<file path="src/hw/rtl/escstrip_pkg.sv">
package escstrip_pkg;

   // Line buffer geometry
   localparam int LINE_CAPACITY = 64;
   localparam int LINE_ADDR_W   = $clog2(LINE_CAPACITY);
   localparam int LINE_LEN_W    = $clog2(LINE_CAPACITY + 1);

   // Byte codes seen on the terminal stream
   localparam logic [7:0] ChrBel       = 8'h07;
   localparam logic [7:0] ChrBs        = 8'h08;
   localparam logic [7:0] ChrTab       = 8'h09;
   localparam logic [7:0] ChrLf        = 8'h0A;
   localparam logic [7:0] ChrCr        = 8'h0D;
   localparam logic [7:0] ChrEsc       = 8'h1B;
   localparam logic [7:0] ChrSpace     = 8'h20;
   localparam logic [7:0] ChrAt        = 8'h40;
   localparam logic [7:0] ChrLBracket  = 8'h5B;
   localparam logic [7:0] ChrBackslash = 8'h5C;
   localparam logic [7:0] ChrRBracket  = 8'h5D;
   localparam logic [7:0] ChrTilde     = 8'h7E;
   localparam logic [7:0] ChrDel       = 8'h7F;

   // Escape parser phase
   typedef enum logic [3:0] {
      PHASE_TEXT = 4'b0001,
      PHASE_ESC  = 4'b0010,
      PHASE_CSI  = 4'b0100,
      PHASE_OSC  = 4'b1000
   } phase_type;

   // Line buffer sequencer
   typedef enum logic [3:0] {
      CTL_IDLE = 4'b0001,
      CTL_TAB2 = 4'b0010,
      CTL_READ = 4'b0100,
      CTL_SEND = 4'b1000
   } ctl_type;

endpackage

</file>
<file path="src/hw/rtl/terminal_escape_strip_line_assembler.sv">
// Strips ANSI escape sequences (ESC plus one byte, CSI up to a final byte
// '@'..'~', OSC up to BEL or ESC '\') from a terminal byte stream and builds
// the printable text into a 64-character line buffer held in a synchronous
// RAM. CR clears the line, BS/DEL drop the last character, TAB adds two
// spaces, other control bytes are discarded, and LF sends the line out one
// character per rsp transfer, flagging the last character, an empty line
// (a single zero character) and truncation. TAB passes through an extra
// CTL_TAB2 state, since each space is one RAM write. On LF the line is
// read back one character at a time (a RAM read in CTL_READ, then the load
// of the output register in CTL_SEND), and req_ready stays low until the
// last character is loaded, also through any rsp_ready stall; an empty line
// goes straight to CTL_SEND. The RAM needs no clearing after reset: only
// entries below the line length are ever read.
module terminal_escape_strip_line_assembler (
   input  logic       clock,
   input  logic       reset,
   input  logic       req_valid,
   output logic       req_ready,
   input  logic [7:0] req_data_byte,
   output logic       rsp_valid,
   input  logic       rsp_ready,
   output logic [7:0] rsp_line_char,
   output logic       rsp_line_last,
   output logic       rsp_line_empty,
   output logic       rsp_line_truncated
);

   localparam int AW = escstrip_pkg::LINE_ADDR_W;
   localparam int LW = escstrip_pkg::LINE_LEN_W;

   // Line RAM
   logic [7:0] line_mem [escstrip_pkg::LINE_CAPACITY];
   logic [7:0] rd_data_ff;
   logic          wr_en;
   logic [AW-1:0] wr_addr;
   logic [7:0]    wr_data;

   // Control and line state
   escstrip_pkg::phase_type phase_ff, phase_in;
   escstrip_pkg::ctl_type   ctl_ff, ctl_in;
   logic          osc_esc_ff, osc_esc_in;
   logic [LW-1:0] line_len_ff, line_len_in;
   logic          ovf_ff, ovf_in;

   // Emission state
   logic [AW-1:0] rd_idx_ff, rd_idx_in;
   logic [LW-1:0] emit_len_ff, emit_len_in;
   logic          emit_trunc_ff, emit_trunc_in;
   logic          emit_empty_ff, emit_empty_in;

   // Output register
   logic       rsp_valid_ff, rsp_valid_in;
   logic [7:0] rsp_char_ff, rsp_char_in;
   logic       rsp_last_ff, rsp_last_in;
   logic       rsp_empty_ff, rsp_empty_in;
   logic       rsp_trunc_ff, rsp_trunc_in;

   logic req_xfer;
   logic out_free;
   logic send_last;
   logic has_room;

   assign req_ready = (ctl_ff == escstrip_pkg::CTL_IDLE);
   assign req_xfer  = req_valid && req_ready;
   assign out_free  = !rsp_valid_ff || rsp_ready;
   assign has_room  = (line_len_ff < LW'(escstrip_pkg::LINE_CAPACITY));
   assign send_last = emit_empty_ff || ((LW'(rd_idx_ff) + LW'(1)) == emit_len_ff);

   assign rsp_valid          = rsp_valid_ff;
   assign rsp_line_char      = rsp_char_ff;
   assign rsp_line_last      = rsp_last_ff;
   assign rsp_line_empty     = rsp_empty_ff;
   assign rsp_line_truncated = rsp_trunc_ff;

   // RAM write port and registered read port
   always_ff @(posedge clock) begin
      if (wr_en) begin
         line_mem[wr_addr] <= wr_data;
      end
      rd_data_ff <= line_mem[rd_idx_ff];
   end

   // Next-state logic
   always_comb begin
      phase_in      = phase_ff;
      ctl_in        = ctl_ff;
      osc_esc_in    = osc_esc_ff;
      line_len_in   = line_len_ff;
      ovf_in        = ovf_ff;
      rd_idx_in     = rd_idx_ff;
      emit_len_in   = emit_len_ff;
      emit_trunc_in = emit_trunc_ff;
      emit_empty_in = emit_empty_ff;
      rsp_valid_in  = rsp_valid_ff && !rsp_ready;
      rsp_char_in   = rsp_char_ff;
      rsp_last_in   = rsp_last_ff;
      rsp_empty_in  = rsp_empty_ff;
      rsp_trunc_in  = rsp_trunc_ff;
      wr_en         = 1'b0;
      wr_addr       = line_len_ff[AW-1:0];
      wr_data       = req_data_byte;

      case (ctl_ff)
         escstrip_pkg::CTL_IDLE: begin
            if (req_xfer) begin
               case (phase_ff)
                  escstrip_pkg::PHASE_ESC: begin
                     if (req_data_byte == escstrip_pkg::ChrLBracket) begin
                        phase_in = escstrip_pkg::PHASE_CSI;
                     end else if (req_data_byte == escstrip_pkg::ChrRBracket) begin
                        phase_in   = escstrip_pkg::PHASE_OSC;
                        osc_esc_in = 1'b0;
                     end else begin
                        phase_in = escstrip_pkg::PHASE_TEXT;
                     end
                  end
                  escstrip_pkg::PHASE_CSI: begin
                     if (req_data_byte inside
                         {[escstrip_pkg::ChrAt:escstrip_pkg::ChrTilde]}) begin
                        phase_in = escstrip_pkg::PHASE_TEXT;
                     end
                  end
                  escstrip_pkg::PHASE_OSC: begin
                     // BEL or ESC '\' terminates the string
                     if ((req_data_byte == escstrip_pkg::ChrBel) ||
                         (osc_esc_ff && (req_data_byte == escstrip_pkg::ChrBackslash))) begin
                        phase_in   = escstrip_pkg::PHASE_TEXT;
                        osc_esc_in = 1'b0;
                     end else begin
                        osc_esc_in = (req_data_byte == escstrip_pkg::ChrEsc);
                     end
                  end
                  default: begin
                     // plain text
                     if (req_data_byte == escstrip_pkg::ChrEsc) begin
                        phase_in = escstrip_pkg::PHASE_ESC;
                     end else if (req_data_byte == escstrip_pkg::ChrCr) begin
                        line_len_in = '0;
                        ovf_in      = 1'b0;
                     end else if (req_data_byte == escstrip_pkg::ChrLf) begin
                        emit_len_in   = line_len_ff;
                        emit_trunc_in = ovf_ff;
                        emit_empty_in = (line_len_ff == '0);
                        rd_idx_in     = '0;
                        line_len_in   = '0;
                        ovf_in        = 1'b0;
                        ctl_in        = (line_len_ff == '0) ? escstrip_pkg::CTL_SEND
                                                            : escstrip_pkg::CTL_READ;
                     end else if (req_data_byte inside
                                  {escstrip_pkg::ChrBs, escstrip_pkg::ChrDel}) begin
                        if (line_len_ff != '0) begin
                           line_len_in = line_len_ff - LW'(1);
                        end
                     end else if (req_data_byte == escstrip_pkg::ChrTab) begin
                        wr_data = escstrip_pkg::ChrSpace;
                        ctl_in  = escstrip_pkg::CTL_TAB2;
                        if (has_room) begin
                           wr_en       = 1'b1;
                           line_len_in = line_len_ff + LW'(1);
                        end else begin
                           ovf_in = 1'b1;
                        end
                     end else if (req_data_byte < escstrip_pkg::ChrSpace) begin
                        // other control bytes are dropped
                     end else if (has_room) begin
                        wr_en       = 1'b1;
                        line_len_in = line_len_ff + LW'(1);
                     end else begin
                        ovf_in = 1'b1;
                     end
                  end
               endcase
            end
         end
         escstrip_pkg::CTL_TAB2: begin
            // second space of a tab
            wr_data = escstrip_pkg::ChrSpace;
            ctl_in  = escstrip_pkg::CTL_IDLE;
            if (has_room) begin
               wr_en       = 1'b1;
               line_len_in = line_len_ff + LW'(1);
            end else begin
               ovf_in = 1'b1;
            end
         end
         escstrip_pkg::CTL_READ: begin
            // RAM read at rd_idx_ff lands in rd_data_ff next cycle
            ctl_in = escstrip_pkg::CTL_SEND;
         end
         escstrip_pkg::CTL_SEND: begin
            if (out_free) begin
               rsp_valid_in = 1'b1;
               rsp_char_in  = emit_empty_ff ? 8'h00 : rd_data_ff;
               rsp_last_in  = send_last;
               rsp_empty_in = emit_empty_ff;
               rsp_trunc_in = emit_trunc_ff;
               if (send_last) begin
                  ctl_in = escstrip_pkg::CTL_IDLE;
               end else begin
                  rd_idx_in = rd_idx_ff + AW'(1);
                  ctl_in    = escstrip_pkg::CTL_READ;
               end
            end
         end
         default: begin
            ctl_in = escstrip_pkg::CTL_IDLE;
         end
      endcase
   end

   // Registers
   always_ff @(posedge clock) begin
      if (reset) begin
         phase_ff     <= escstrip_pkg::PHASE_TEXT;
         ctl_ff       <= escstrip_pkg::CTL_IDLE;
         osc_esc_ff   <= 1'b0;
         line_len_ff  <= '0;
         ovf_ff       <= 1'b0;
         rsp_valid_ff <= 1'b0;
      end else begin
         phase_ff     <= phase_in;
         ctl_ff       <= ctl_in;
         osc_esc_ff   <= osc_esc_in;
         line_len_ff  <= line_len_in;
         ovf_ff       <= ovf_in;
         rsp_valid_ff <= rsp_valid_in;
      end
   end

   always_ff @(posedge clock) begin
      rd_idx_ff     <= rd_idx_in;
      emit_len_ff   <= emit_len_in;
      emit_trunc_ff <= emit_trunc_in;
      emit_empty_ff <= emit_empty_in;
      rsp_char_ff   <= rsp_char_in;
      rsp_last_ff   <= rsp_last_in;
      rsp_empty_ff  <= rsp_empty_in;
      rsp_trunc_ff  <= rsp_trunc_in;
   end

   // Checks
   a_len_in_range: assert property (@(posedge clock) disable iff (reset)
      line_len_ff <= LW'(escstrip_pkg::LINE_CAPACITY))
      else $error("line length beyond capacity");

   a_empty_is_last: assert property (@(posedge clock) disable iff (reset)
      (rsp_valid && rsp_line_empty) |-> (rsp_line_last && (rsp_line_char == 8'h00)))
      else $error("empty-line result not marked last or nonzero");

   a_lf_clears: assert property (@(posedge clock) disable iff (reset)
      (req_xfer && (phase_ff == escstrip_pkg::PHASE_TEXT) &&
       (req_data_byte == escstrip_pkg::ChrLf)) |=> ((line_len_ff == '0) && !ovf_ff))
      else $error("line not cleared after LF");

   a_no_write_in_emit: assert property (@(posedge clock) disable iff (reset)
      ((ctl_ff == escstrip_pkg::CTL_READ) || (ctl_ff == escstrip_pkg::CTL_SEND)) |-> !wr_en)
      else $error("line RAM written during emission");

endmodule

</file>
<file path="config.mk">
export PLATFORM = sky130hd
export DESIGN_NAME = terminal_escape_strip_line_assembler
export DESIGN_NICKNAME = d
export VERILOG_FILES = /design/src/hw/rtl/escstrip_pkg.sv /design/src/hw/rtl/terminal_escape_strip_line_assembler.sv
export SDC_FILE = /design/constraint.sdc
export NUM_CORES = 1
export LEC_CHECK = 0
export BUFFER_PORTS_ARGS = -buffer_cell sky130_fd_sc_hd__buf_2
export CORE_UTILIZATION = 57
export DETAILED_ROUTE_END_ITERATION = 10
export GPL_TIMING_DRIVEN = 0
export HOLD_SLACK_MARGIN = 0.15
export PLACE_DENSITY = 0.8
export REMOVE_ABC_BUFFERS = 1
export SLEW_MARGIN = 5
export SYNTH_ARGS = -nofsm -noshare
export SYNTH_HDL_FRONTEND = slang
export SYNTH_SLANG_ARGS = --single-unit
</file>
<file path="constraint.sdc">
create_clock -name clock -period 3.1 [get_ports clock]
set_input_delay 0.775 -clock clock [delete_from_list [all_inputs] [get_ports clock]]
set_output_delay 0.775 -clock clock [all_outputs]
set_load 0.02 [all_outputs]
</file>
# Word level (Yosys, flattened, before mapping)
# Memories as Yosys holds them, arrays and structs flattened. A register that Yosys moved wholly into a read port is not among the register bits.
# Cells that the tools add are included.
# op_classes
n_addsub	4
n_lt_le_gt_ge	4
eq_ne	35
mux	72
bitwise	3
reduce_logical	25
# op_table
op	n
2-to-1 mux 7 bit	10
2-to-1 mux 4 bit	14
2-to-1 mux 8 bit	7
2-to-1 mux 6 bit	7
== test 8 x 4 -> 1 bit, second input constant	4
== test 8 x 7 -> 1 bit, second input constant	4
2-to-1 mux 1 bit	25
one-hot mux 4 bit (3 select lines)	2
!= test 2 bit, second input constant	9
AND reduction 6 bit	3
one-hot mux 8 bit (2 select lines)	1
one-hot mux 7 bit (2 select lines)	1
one-hot mux 6 bit (2 select lines)	1
AND reduction 5 bit	2
== test 4 x 2 -> 1 bit, second input constant	2
== test 4 x 3 -> 1 bit, second input constant	2
== test 4 bit, second input constant	2
== test 8 x 3 -> 1 bit, second input constant	1
== test 8 x 5 -> 1 bit, second input constant	1
>= comparator 8 x 7 -> 1 bit, second input constant	1
<= comparator 8 x 7 -> 1 bit, second input constant	1
less-than comparator 8 x 6 -> 1 bit, second input constant	1
AND reduction 8 bit	1
nonzero test 2 bit	4
other kinds (26)	37
# totals
register_bits	44
ramBits	512
in_bits	12
word_cells	158
n_memories	1
# memory_table
memory	words	word_bits	rd	rd_clocked_by_memory_dff	write_ports	line	rtl
line_mem	64	8	1	1	1	terminal_escape_strip_line_assembler.sv:32	logic [7:0] line_mem [escstrip_pkg::LINE_CAPACITY];

# Longest topological paths before layout
# Gate-level depths: netlist (run 1).
# logic_depth
word_depth	13
mapped_depth	8
ltp_nobuf	8

# Worst setup path after synthesis (run 1)
# No wires, ideal clock.
# synth_path
path_kind	input -> register
from	input req_data_byte[4]
to	memory line_mem[0][4], data pin
setup_ns	0.499
arrival_ns	2.526
slack_ns	0.075
path_stages	3
n_path_buf	1
cell_sequence	buf_2 inv_1 nor2_1
# synth_via
elab_chain_cells	9
word_cells_on_any_way	15
cone_classes	eq/ne (6); mux (8); reduce/logical (1)
# synth_rtl
element	line	rtl
from (decl)	terminal_escape_strip_line_assembler.sv:19	input logic [7:0] req_data_byte,
== test 8 x 4 -> 1 bit, or another cell as far along	terminal_escape_strip_line_assembler.sv:154	end else if (req_data_byte == escstrip_pkg::ChrTab) begin
2-to-1 mux 8 bit or nonzero test 2 bit (tied branches)	terminal_escape_strip_line_assembler.sv:154, terminal_escape_strip_line_assembler.sv:149	
2-to-1 mux 8 bit	terminal_escape_strip_line_assembler.sv:149	end else if (req_data_byte inside
2-to-1 mux 8 bit	terminal_escape_strip_line_assembler.sv:140	end else if (req_data_byte == escstrip_pkg::ChrLf) begin
2-to-1 mux 8 bit	terminal_escape_strip_line_assembler.sv:137	end else if (req_data_byte == escstrip_pkg::ChrCr) begin
2-to-1 mux 8 bit	terminal_escape_strip_line_assembler.sv:135	if (req_data_byte == escstrip_pkg::ChrEsc) begin
2-to-1 mux 8 bit	terminal_escape_strip_line_assembler.sv:106	case (phase_ff)
2-to-1 mux 8 bit	terminal_escape_strip_line_assembler.sv:105	if (req_xfer) begin
one-hot mux 8 bit (2 select lines) *	terminal_escape_strip_line_assembler.sv:103	case (ctl_ff)
via wr_data[4]	terminal_escape_strip_line_assembler.sv:36	logic [7:0] wr_data;
to (decl)	terminal_escape_strip_line_assembler.sv:32	
# The timed path passes the listed nets; every way through them passes the cells marked *.

# Final worst setup path (run 1)
# layout_path
from	register ctl_ff[3]
to	memory line_mem[10][0], enable pin
# layout_via
elab_chain_cells	6
word_cells_on_any_way	7
cone_classes	eq/ne (2); mux (4); reduce/logical (1)
# layout_rtl
element	line	rtl
from (decl)	terminal_escape_strip_line_assembler.sv:40	escstrip_pkg::ctl_type ctl_ff, ctl_in;
from (signal assigned)	terminal_escape_strip_line_assembler.sv:215	ctl_ff <= escstrip_pkg::CTL_IDLE;
from (signal assigned)	terminal_escape_strip_line_assembler.sv:222	ctl_ff <= ctl_in;
== test 4 x 1 -> 1 bit	terminal_escape_strip_line_assembler.sv:63, terminal_escape_strip_line_assembler.sv:103	
logical AND 1 bit	terminal_escape_strip_line_assembler.sv:64	assign req_xfer = req_valid && req_ready;
2-to-1 mux 1 bit	terminal_escape_strip_line_assembler.sv:105	
one-hot mux 1 bit (2 select lines) *	terminal_escape_strip_line_assembler.sv:103	
2-to-1 mux 1 bit *	terminal_escape_strip_line_assembler.sv:77	if (wr_en) begin
2-to-1 mux 1 bit (implied by the code) *	terminal_escape_strip_line_assembler.sv:78	line_mem[wr_addr] <= wr_data;
# Mark *: on every way between the ends. The rest lies on a longest branch, timed or not.

==> results of run 1 <==
==> sequential cells by signal (all words and copies together), names as in the netlist, 4 cells and up <==
| name | flops |
|---|---|
| rd_idx_ff | 6 |
| line_len_ff | 7 |
| ctl_ff | 4 |
| rsp_line_char | 8 |
| phase_ff | 4 |
| rd_data_ff | 8 |
| emit_len_ff | 7 |
| line_mem | 512 |
==> layout by cell type (no fill, tap or decap), drive strengths merged, types with 5 or more instances in the layout <==
master	n
o21ai	6
nand2b	6
nand3b	6
nor3	26
nand4	5
and2	10
nor2	88
and3	5
inv	13
dfxtp	26
nand2	26
a21oi	11
clkinv	23
nor2b	12
nand3	14
mux2i	5
mux4	160
a211oi	5
edfxtp	538
clkbuf	68
buf	72
xnor2	9
a22oi	16
==> report_power, final <==
part | total, mW | leakage [nW] | internal [mW] | switching [mW]
logic | 0.344 | 2.47 | 0.0855 | 0.259
clock network | 6.29 | 0.811 | 3.54 | 2.74
registers | 8.37 | 5.05 | 8.36 | 0.0148
==> cell families after synthesis <==
group | after synthesis
AOI/OAI and AO/OA | 80
xor gates and xnor gates | 12
adders and majority gates | 3
buffers and inverters | 74
DFF | 564
muxes | 165
and+or+nand+nor | 228
==> how the worst max path moves through the flow <==
stage,endpoint
2_1_floorplan,rd_idx_ff[0]$_SDFFCE_PN0P_
3_3_place_gp,rd_idx_ff[3]$_SDFFCE_PN0P_
3_5_place_dp,line_mem[10][1]$_DFFE_PP_
4_1_cts,line_mem[7][6]$_DFFE_PP_
5_1_grt,line_mem[43][5]$_DFFE_PP_
6_report,line_mem[10][0]$_DFFE_PP_
==> layout make-up <==
type	instances	area, µm²
Clock inverter	31	267
Tap cell	518	648
Inverter	11	42.5
Fill cell	2307	12800
Timing Repair Buffer	72	1070
Sequential cell	564	16700
Multi-Input combinational cell	488	5980
Clock buffer	68	1400
==> through the flow <==
step / setup WS (ns) / hold slack [ns] / util / power [mW]
6_report: 0.0122 / 0.452 / 0.670 / 15.0
5_1_grt: 0.00729 / 0.454 / 0.670 / 15.3
4_1_cts: -0.271 / 0.447 / 0.666 / 15.0
3_5_place_dp: -1.01 / 0.433 / 0.615 / 8.84
3_3_place_gp: -6.73 / 0.428 / 0.594 / 8.80
2_1_floorplan: -4.37 / 0.400 / - / 8.68
==> per-layer routing <==
metal  wire (µm)  vias up
met5           0        -
met4        1820        0
met3        4690      131
met2       27700      787
met1       19900     6143
li1            -     4818
==> what timing repair did <==
item | CTS | global route
buffers inserted | 10 | 4
resized for setup | 58 | 34
pin swaps | 3 | 3
setup endpoints to repair | 490 | 288
==> run_results.csv, run 1 <==
group,metric,value,unit
power,ir_worst_vdd,0.394,mV
cells_and_area,final_area,0.0261,mm²
placed_design,gp_congestion,0.811,
cells_and_area,drive_above_1_share,0.323,
die,core_area,0.0389,mm²
clocking,cts.clk_slew.worst_paths,0.06,ns
global_route,antenna_found_initial,0,
worst_setup_path,cp_num_cells,8,
timing,slew_headroom,0.376,
status,status,"complete, no violations",
worst_setup_path,reg2reg_from,"ctl_ff[3]$_SDFFE_PP0P_",
timing,setup_viol,0,
timing,finClkSkew,0.0196,ns
placed_design,place_hpwl,32300,µm
clocking,postCtsHoldBufs,0,
worst_setup_path,end_kind,"register",
global_route,grt.busiest_layer,"met2",
die,die_h,201,µm
worst_setup_path,path_buf_inv,2,
placed_design,place_area,0.0239,mm²
routing,drcViolationCount,0,
timing,period_share,0.996,
die,initial_core_util,0.581,
clocking,clockBufferDepth,3,
yosys,yosys_warnings,0,
clocking,clk_latency,0.59,ns
yosys,synth_adder_area_share,0.00166,
die,ioPinCount,25,
worst_setup_path,slowest_stage,"or4b_4",
yosys,synth.avg_cell_area,20.1,µm²
routing,vias_per_cell,6.78,
timing,rsz0062_at_grt,"no",
die,die_w,201,µm
yosys,syn_area,0.0226,mm²
clocking,cts_made_buffers,54,
yosys,ys_types,72,
cells_and_area,fin_cells,1752,
worst_setup_path,rrSetupSlack,0.01,ns
worst_setup_path,path_class,"register to register",
global_route,grt_pass1_wl,78900,µm
worst_hold_path,min_path_type,"register to register",
routing,ant_nets,0,
yosys,yosys.area_share.simple,0.0533,
worst_setup_path,crit_arrival,3.31,ns
cells_and_area,area.growth.synth_to_final,15.4,%
yosys,synth_top_family_by_area,"multiplexers",
worst_setup_path,cp-start-kind,"register",
cells_and_area,final_nets,1206,
routing,dr.pass1.iters,6,
worst_hold_path,min_to,"rsp_line_truncated$_DFFE_PP_",
global_route,use_met1,0.365,
worst_hold_path,hold_start,"emit_trunc_ff$_DFFE_PP_",
yosys,synth.most_common_cell,"edfxtp_1",
yosys,synth_common_cells,"edfxtp_1, mux4_2, nor2_1",
global_route,first_global_vias,12000,
worst_setup_path,ff2ff_path_depth,8,
worst_setup_path,crit_family,"simple AND/OR/NAND/NOR gates",
worst_hold_path,holdPathStages,0,
timing,hold_viol,0,
die,die_area,0.0404,mm²
yosys,yosys_register_bits,564,
yosys,netlist.top_cell.by_area,"edfxtp_1",
timing,period_minus_slack,3.09,ns
yosys,synthArstFlopShare,0,
timing,drv_slew,0,
clocking,cts_root_buf,"clkbuf_16",
worst_setup_path,r2r_end,"line_mem[10][0]$_DFFE_PP_",
power,power.density,575,mW/mm²
global_route,grt_max_degree,54,
worst_setup_path,slowest_delay,0.59,ns
power,leakagePower,8.33,nW
flow_run,maxCapViolations,0,
yosys,ys_seq_area_frac,0.738,
yosys,synth_top_area_frac,0.715,
placed_design,port_buffers,24,
global_route,grt_use_met2,0.465,
die,num_rows,72,
timing,fmax,0.324,GHz
yosys,synth_xor_area_frac,0.00465,
cells_and_area,antennaDiodeCount,0,
clocking,htreeDepth,2,
placed_design,place_inst,1639,
yosys,synth-edff-count,538,
yosys,synth_ff_type,"edfxtp_1",
routing,vias,11900,
worst_setup_path,cp_cell_sequence,"or4b_4 -> clkinv_2 -> and2_4 -> nand3_4 -> o21ai_2 -> nand4_1 -> buf_4 -> nor2_2",
global_route,gr-usage-met3,0.0376,
clocking,cts_tree,"done",
yosys,synth.area.top_cells,"edfxtp_1, mux4_2, dfxtp_1, nor2_1, clkbuf_1",
routing,drt_wl_total,54200,µm
timing,tns,0,ns
yosys,synth_cells,1126,
worst_setup_path,cp.required,3.32,ns
global_route,grt_overflow,0,
yosys,synth.area.mux_share,0.162,
timing,worstMarginPinSlew,0.931,ns
worst_setup_path,path_max_fanout,8,
clocking,cts_sinks,564,
worst_setup_path,cp-startpoint,"ctl_ff[3]$_SDFFE_PP0P_",
global_route,grt_use_total,0.271,
routing,drt_iter0_markers,1433,
routing,wl_per_cell,30.9,µm
yosys,synth_compound_area_frac,0.0273,
Power figures use the tool's default switching activity.
==> run 2, diff against run 1 <==
--- a/config.mk
+++ b/config.mk
@@ -6,11 +6,11 @@
 export NUM_CORES = 1
 export LEC_CHECK = 0
 export BUFFER_PORTS_ARGS = -buffer_cell sky130_fd_sc_hd__buf_2
-export CORE_UTILIZATION = 57
+export CORE_UTILIZATION = 25
 export DETAILED_ROUTE_END_ITERATION = 10
 export GPL_TIMING_DRIVEN = 0
 export HOLD_SLACK_MARGIN = 0.15
-export PLACE_DENSITY = 0.8
+export PLACE_DENSITY = 0.44
 export REMOVE_ABC_BUFFERS = 1
 export SLEW_MARGIN = 5
 export SYNTH_ARGS = -nofsm -noshare
==> constraint.sdc (replaced) <==
create_clock -name clock -period 3.1 [get_ports clock]
set_input_delay 0.775 -clock clock [delete_from_list [all_inputs] [get_ports clock]]
set_output_delay 0.775 -clock clock [all_outputs]
set_load 0.05 [all_outputs]
==> run_results.csv, run 2 (synthesis gave the netlist of run 1 again) <==
group,metric,value,unit
routing,drcViolationCount,0,
cells_and_area,final_area,0.0276,mm²
global_route,grt_use_total,0.122,
timing,period_minus_slack,3.02,ns
timing,finClkSkew,0.0206,ns
power,power.density,576,mW/mm²
flow_run,maxCapViolations,0,
cells_and_area,antennaDiodeCount,0,
placed_design,place_area,0.0250,mm²
power,ir_worst_vdd,0.387,mV
die,die_area,0.0916,mm²
clocking,clk_latency,0.62,ns
cells_and_area,area.sequential,0.0167,mm²
cells_and_area,final_nets,1231,
routing,drt_wl_total,55200,µm
routing,ant_nets,0,
clocking,clockBufferDepth,3,
clocking,cts_tree,"done",
timing,slew_headroom,0.312,
die,core_area,0.0889,mm²
timing,period_share,0.975,
timing,drv_slew,0,
routing,dr.pass1.iters,5,
die,die_w,303,µm
die,die_h,303,µm
die,initial_core_util,0.254,
placed_design,port_buffers,24,
cells_and_area,regMostFlops,"line_mem",
placed_design,place_ws,-1.29,ns
clocking,cts.clk_slew.worst_paths,0.06,ns
clocking,htreeDepth,2,
cells_and_area,largest_reg_flops,512,
timing,worstMarginPinSlew,1.03,ns
timing,hold_viol,0,
cells_and_area,drive_above_1_share,0.342,
cells_and_area,postLayoutCoreUtil,0.310,
power,leakagePower,8.66,nW
placed_design,gp_congestion,0.719,
timing,worst_slack,0.0787,ns
cells_and_area,fillers,8609,
routing,vias,11200,
timing,tns,0,ns
status,status,"complete, no violations",
worst_setup_path,path_class,"register to register",
timing,fmax,0.331,GHz
routing,wl_per_cell,22.7,µm
cells_and_area,area.growth.synth_to_final,22.1,%
timing,setup_viol,0,
cells_and_area,fin_cells,2430,
die,num_rows,109,
worst_setup_path,end_kind,"register",
routing,drt_iter0_markers,917,
global_route,grt_overflow,0,
die,ioPinCount,25,
clocking,cts_root_buf,"clkbuf_16",
global_route,grt_max_degree,49,
global_route,grt_pass1_wl,81300,µm
worst_setup_path,crit_arrival,3.49,ns
worst_setup_path,cp-start-kind,"register",
cells_and_area,layout_common_cells,"edfxtp_1, mux4_2, clkbuf_16",
clocking,postCtsHoldBufs,0,
cells_and_area,final_common_cell,"edfxtp_1",
worst_setup_path,path_max_fanout,11,
global_route,first_global_vias,11700,
worst_hold_path,min_path_type,"register to register",
cells_and_area,multi_input_area,0.00601,mm²
global_route,antenna_found_initial,2,
placed_design,place_hpwl,36300,µm
power,p_total,15.9,mW
clocking,cts_made_buffers,61,
worst_setup_path,cp.required,3.57,ns
placed_design,place_inst,2293,
clocking,cts_sinks,564,
routing,vias_per_cell,4.62,
timing,holdWs,0.445,ns
run 2: worst paths after layout:
kind	end	slack, ns	from	depth (start not counted)
max reg2reg	rd_data_ff[3]$_DFF_P_	0.08	rd_idx_ff[0]$_SDFFCE_PN0P_	9
min	rsp_line_truncated$_DFFE_PP_	0.45	emit_trunc_ff$_DFFE_PP_	0
max	rd_data_ff[3]$_DFF_P_	0.08	rd_idx_ff[0]$_SDFFCE_PN0P_	9
min reg2reg	rsp_line_truncated$_DFFE_PP_	0.45	emit_trunc_ff$_DFFE_PP_	0
run 2: critical path, stage by stage (launching register included):
cell	delay, ns
edfxtp_1	0.34
buf_4	0.14
buf_16	0.16
buf_16	0.18
buf_16	0.17
buf_16	0.15
mux4_2	0.55
mux4_2	0.54
a22oi_1	0.49
nand2_1	0.12
run 2: area by class of cell:
cell class / instances / area share
sequential: 564 / 0.605
inverter: 11 / 0.00154
clock buffer: 84 / 0.0603
timing repair buffer: 90 / 0.0522
clock inverter: 28 / 0.0106
multi-input combinational: 488 / 0.218
tap: 1165 / 0.0528
run 2: where the power goes:
part | leakage (nW) | switching [mW] | internal (mW)
Combinational | 2.67 | 0.259 | 0.0972
Clock | 0.948 | 2.94 | 4.22
Sequential | 5.05 | 0.0117 | 8.36
run 2: metal layers:
layer	global-route usage	vias to the layer above	part of all wire
met5	0	-	0
met4	0.0327	0	0.020
met3	0.0197	79	0.039
met2	0.196	242	0.48
met1	0.171	6015	0.46
li1	-	4885	-
run 2: what timing repair did:
| item | CTS | global route |
|---|---|---|
| pin swaps | 11 | 2 |
| setup buffers | 19 | 6 |
| endpoints found under the setup margin | 446 | 364 |
| resized for setup | 67 | 22 |
==> run 3, diff against run 2 <==
--- a/config.mk
+++ b/config.mk
@@ -6,11 +6,13 @@
 export NUM_CORES = 1
 export LEC_CHECK = 0
 export BUFFER_PORTS_ARGS = -buffer_cell sky130_fd_sc_hd__buf_2
-export CORE_UTILIZATION = 25
+export CELL_PAD_IN_SITES_DETAIL_PLACEMENT = 0
+export CELL_PAD_IN_SITES_GLOBAL_PLACEMENT = 1
+export CORE_UTILIZATION = 50
 export DETAILED_ROUTE_END_ITERATION = 10
 export GPL_TIMING_DRIVEN = 0
 export HOLD_SLACK_MARGIN = 0.15
-export PLACE_DENSITY = 0.44
+export PLACE_DENSITY = 0.79
 export REMOVE_ABC_BUFFERS = 1
 export SLEW_MARGIN = 5
 export SYNTH_ARGS = -nofsm -noshare
==> run_results.csv, run 3 (synthesis gave the netlist of run 1 again) <==
group,metric,value,unit
cells_and_area,largest_reg_flops,512,
cells_and_area,antennaDiodeCount,0,
die,num_rows,77,
routing,vias,11200,
routing,wl_per_cell,26.8,µm
timing,holdWs,0.442,ns
global_route,antenna_found_initial,0,
clocking,cts.clk_slew.worst_paths,0.06,ns
timing,rsz0062_at_grt,"no",
timing,slew_headroom,0.343,
worst_setup_path,cp.required,3.34,ns
timing,finClkSkew,0.0253,ns
worst_setup_path,cp_cell_sequence,"or4b_4 -> clkinv_2 -> and2_4 -> nand3_4 -> o21ai_2 -> nand4_1 -> buf_4 -> nor2_2",
global_route,first_global_vias,11400,
clocking,cts_root_buf,"clkbuf_16",
timing,drv_slew,0,
clocking,cts_made_buffers,56,
clocking,postCtsHoldBufs,0,
cells_and_area,regMostFlops,"line_mem",
timing,setup_viol,0,
die,die_w,215,µm
routing,drt_wl_total,48900,µm
cells_and_area,layout_common_cells,"edfxtp_1, mux4_2, clkbuf_16",
global_route,grt_use_met2,0.344,
global_route,gr-usage-met3,0.0512,
global_route,grt_overflow,0,
worst_setup_path,path_max_fanout,8,
timing,hold_viol,0,
timing,period_share,0.965,
routing,drcViolationCount,0,
power,leakagePower,8.44,nW
timing,fmax,0.334,GHz
cells_and_area,fin_cells,1828,
worst_setup_path,end_kind,"register",
flow_run,maxCapViolations,0,
cells_and_area,final_nets,1208,
worst_setup_path,crit_arrival,3.24,ns
global_route,grt.busiest_layer,"met2",
power,ir_worst_vdd,0.427,mV
routing,vias_per_cell,6.15,
routing,drt_iter0_markers,992,
placed_design,gp_congestion,0.817,
clocking,cts_tree,"done",
status,status,"complete, no violations",
global_route,use_met1,0.301,
clocking,clk_latency,0.62,ns
clocking,clockBufferDepth,3,
global_route,grt_max_degree,53,
placed_design,place_hpwl,30400,µm
timing,worstMarginPinSlew,0.972,ns
worst_setup_path,slowest_delay,0.53,ns
clocking,htreeDepth,2,
worst_setup_path,cp-start-kind,"register",
global_route,grt_pass1_wl,73200,µm
worst_setup_path,path_class,"register to register",
die,ioPinCount,25,
routing,dr.pass1.iters,8,
worst_hold_path,min_path_type,"register to register",
worst_setup_path,slowest_stage,"or4b_4",
cells_and_area,final_common_cell,"edfxtp_1",
placed_design,port_buffers,24,
power,power.density,585,mW/mm²
die,die_area,0.0461,mm²
cells_and_area,fillers,3047,
cells_and_area,drive_above_1_share,0.324,
routing,ant_nets,0,
clocking,cts_sinks,564,
die,die_h,215,µm
worst_setup_path,rrSetupSlack,0.11,ns
die,core_area,0.0444,mm²
global_route,grt_use_total,0.217,
cells_and_area,area.growth.synth_to_final,17.0,%
placed_design,place_inst,1711,
timing,period_minus_slack,2.99,ns
die,initial_core_util,0.509,
-- run 3: timing repair --
action	in CTS	in global routing
setup buffers	10	6
hold endpoints to repair	0	0
gates resized for setup	73	25
setup endpoints to repair	510	384
pin swaps	3	5
-- run 3: per-layer routing --
layer	vias to the layer above	routed length, µm
met3	76	3880
met4	0	1110
met5	-	0
li1	4827	-
met1	5850	20100
met2	491	23800
-- run 3: critical path: cells and delay by family, from the launching register on --
kind,cells,cell delay (ns)
AND/OR/NAND/NOR,5,1.41
flip-flops,1,0.45
AO/OA/AOI/OAI,1,0.39
buffers and inverters,2,0.36
-- run 3: report_power, final --
group,switching (mW),internal (mW)
Clock,2.80,3.97
Combinational,0.250,0.0886
Sequential,0.0131,8.36
Total,3.07,12.4
-- run 3: area by class of cell --
type	instances	area, µm²	share of cell area
Sequential cell	564	16700	0.631
Multi-Input combinational cell	488	6030	0.228
Tap cell	592	741	0.0280
Clock buffer	71	1490	0.0563
Clock inverter	30	352	0.0133
Timing Repair Buffer	72	1110	0.0421
Inverter	11	42.5	0.00161
-- run 3: final timing paths --
kind              depth (start not counted)              startpoint                         to
setup / recovery                          8  ctl_ff[0]$_SDFFE_PP1P_  line_mem[46][2]$_DFFE_PP_
hold / removal                            0     ovf_ff$_SDFFE_PP0P_    emit_trunc_ff$_DFFE_PP_
setup reg to reg                          8  ctl_ff[0]$_SDFFE_PP1P_  line_mem[46][2]$_DFFE_PP_
hold reg to reg                           0     ovf_ff$_SDFFE_PP0P_    emit_trunc_ff$_DFFE_PP_
-- run 3: stage by stage --
step	setup WS, ns	utilization	power [mW]	instance area, µm²	TNS, ns
finish	0.108	0.595	15.5	26400	0
global route	0.00913	0.595	15.9	26400	0
CTS	-0.236	0.591	15.6	26200	-8.93
detailed placement	-1.05	0.541	8.84	24000	-352.57
global placement	-7.02	0.522	8.81	23200	-785.51
floorplan	-4.37	-	8.68	22300	-82.89
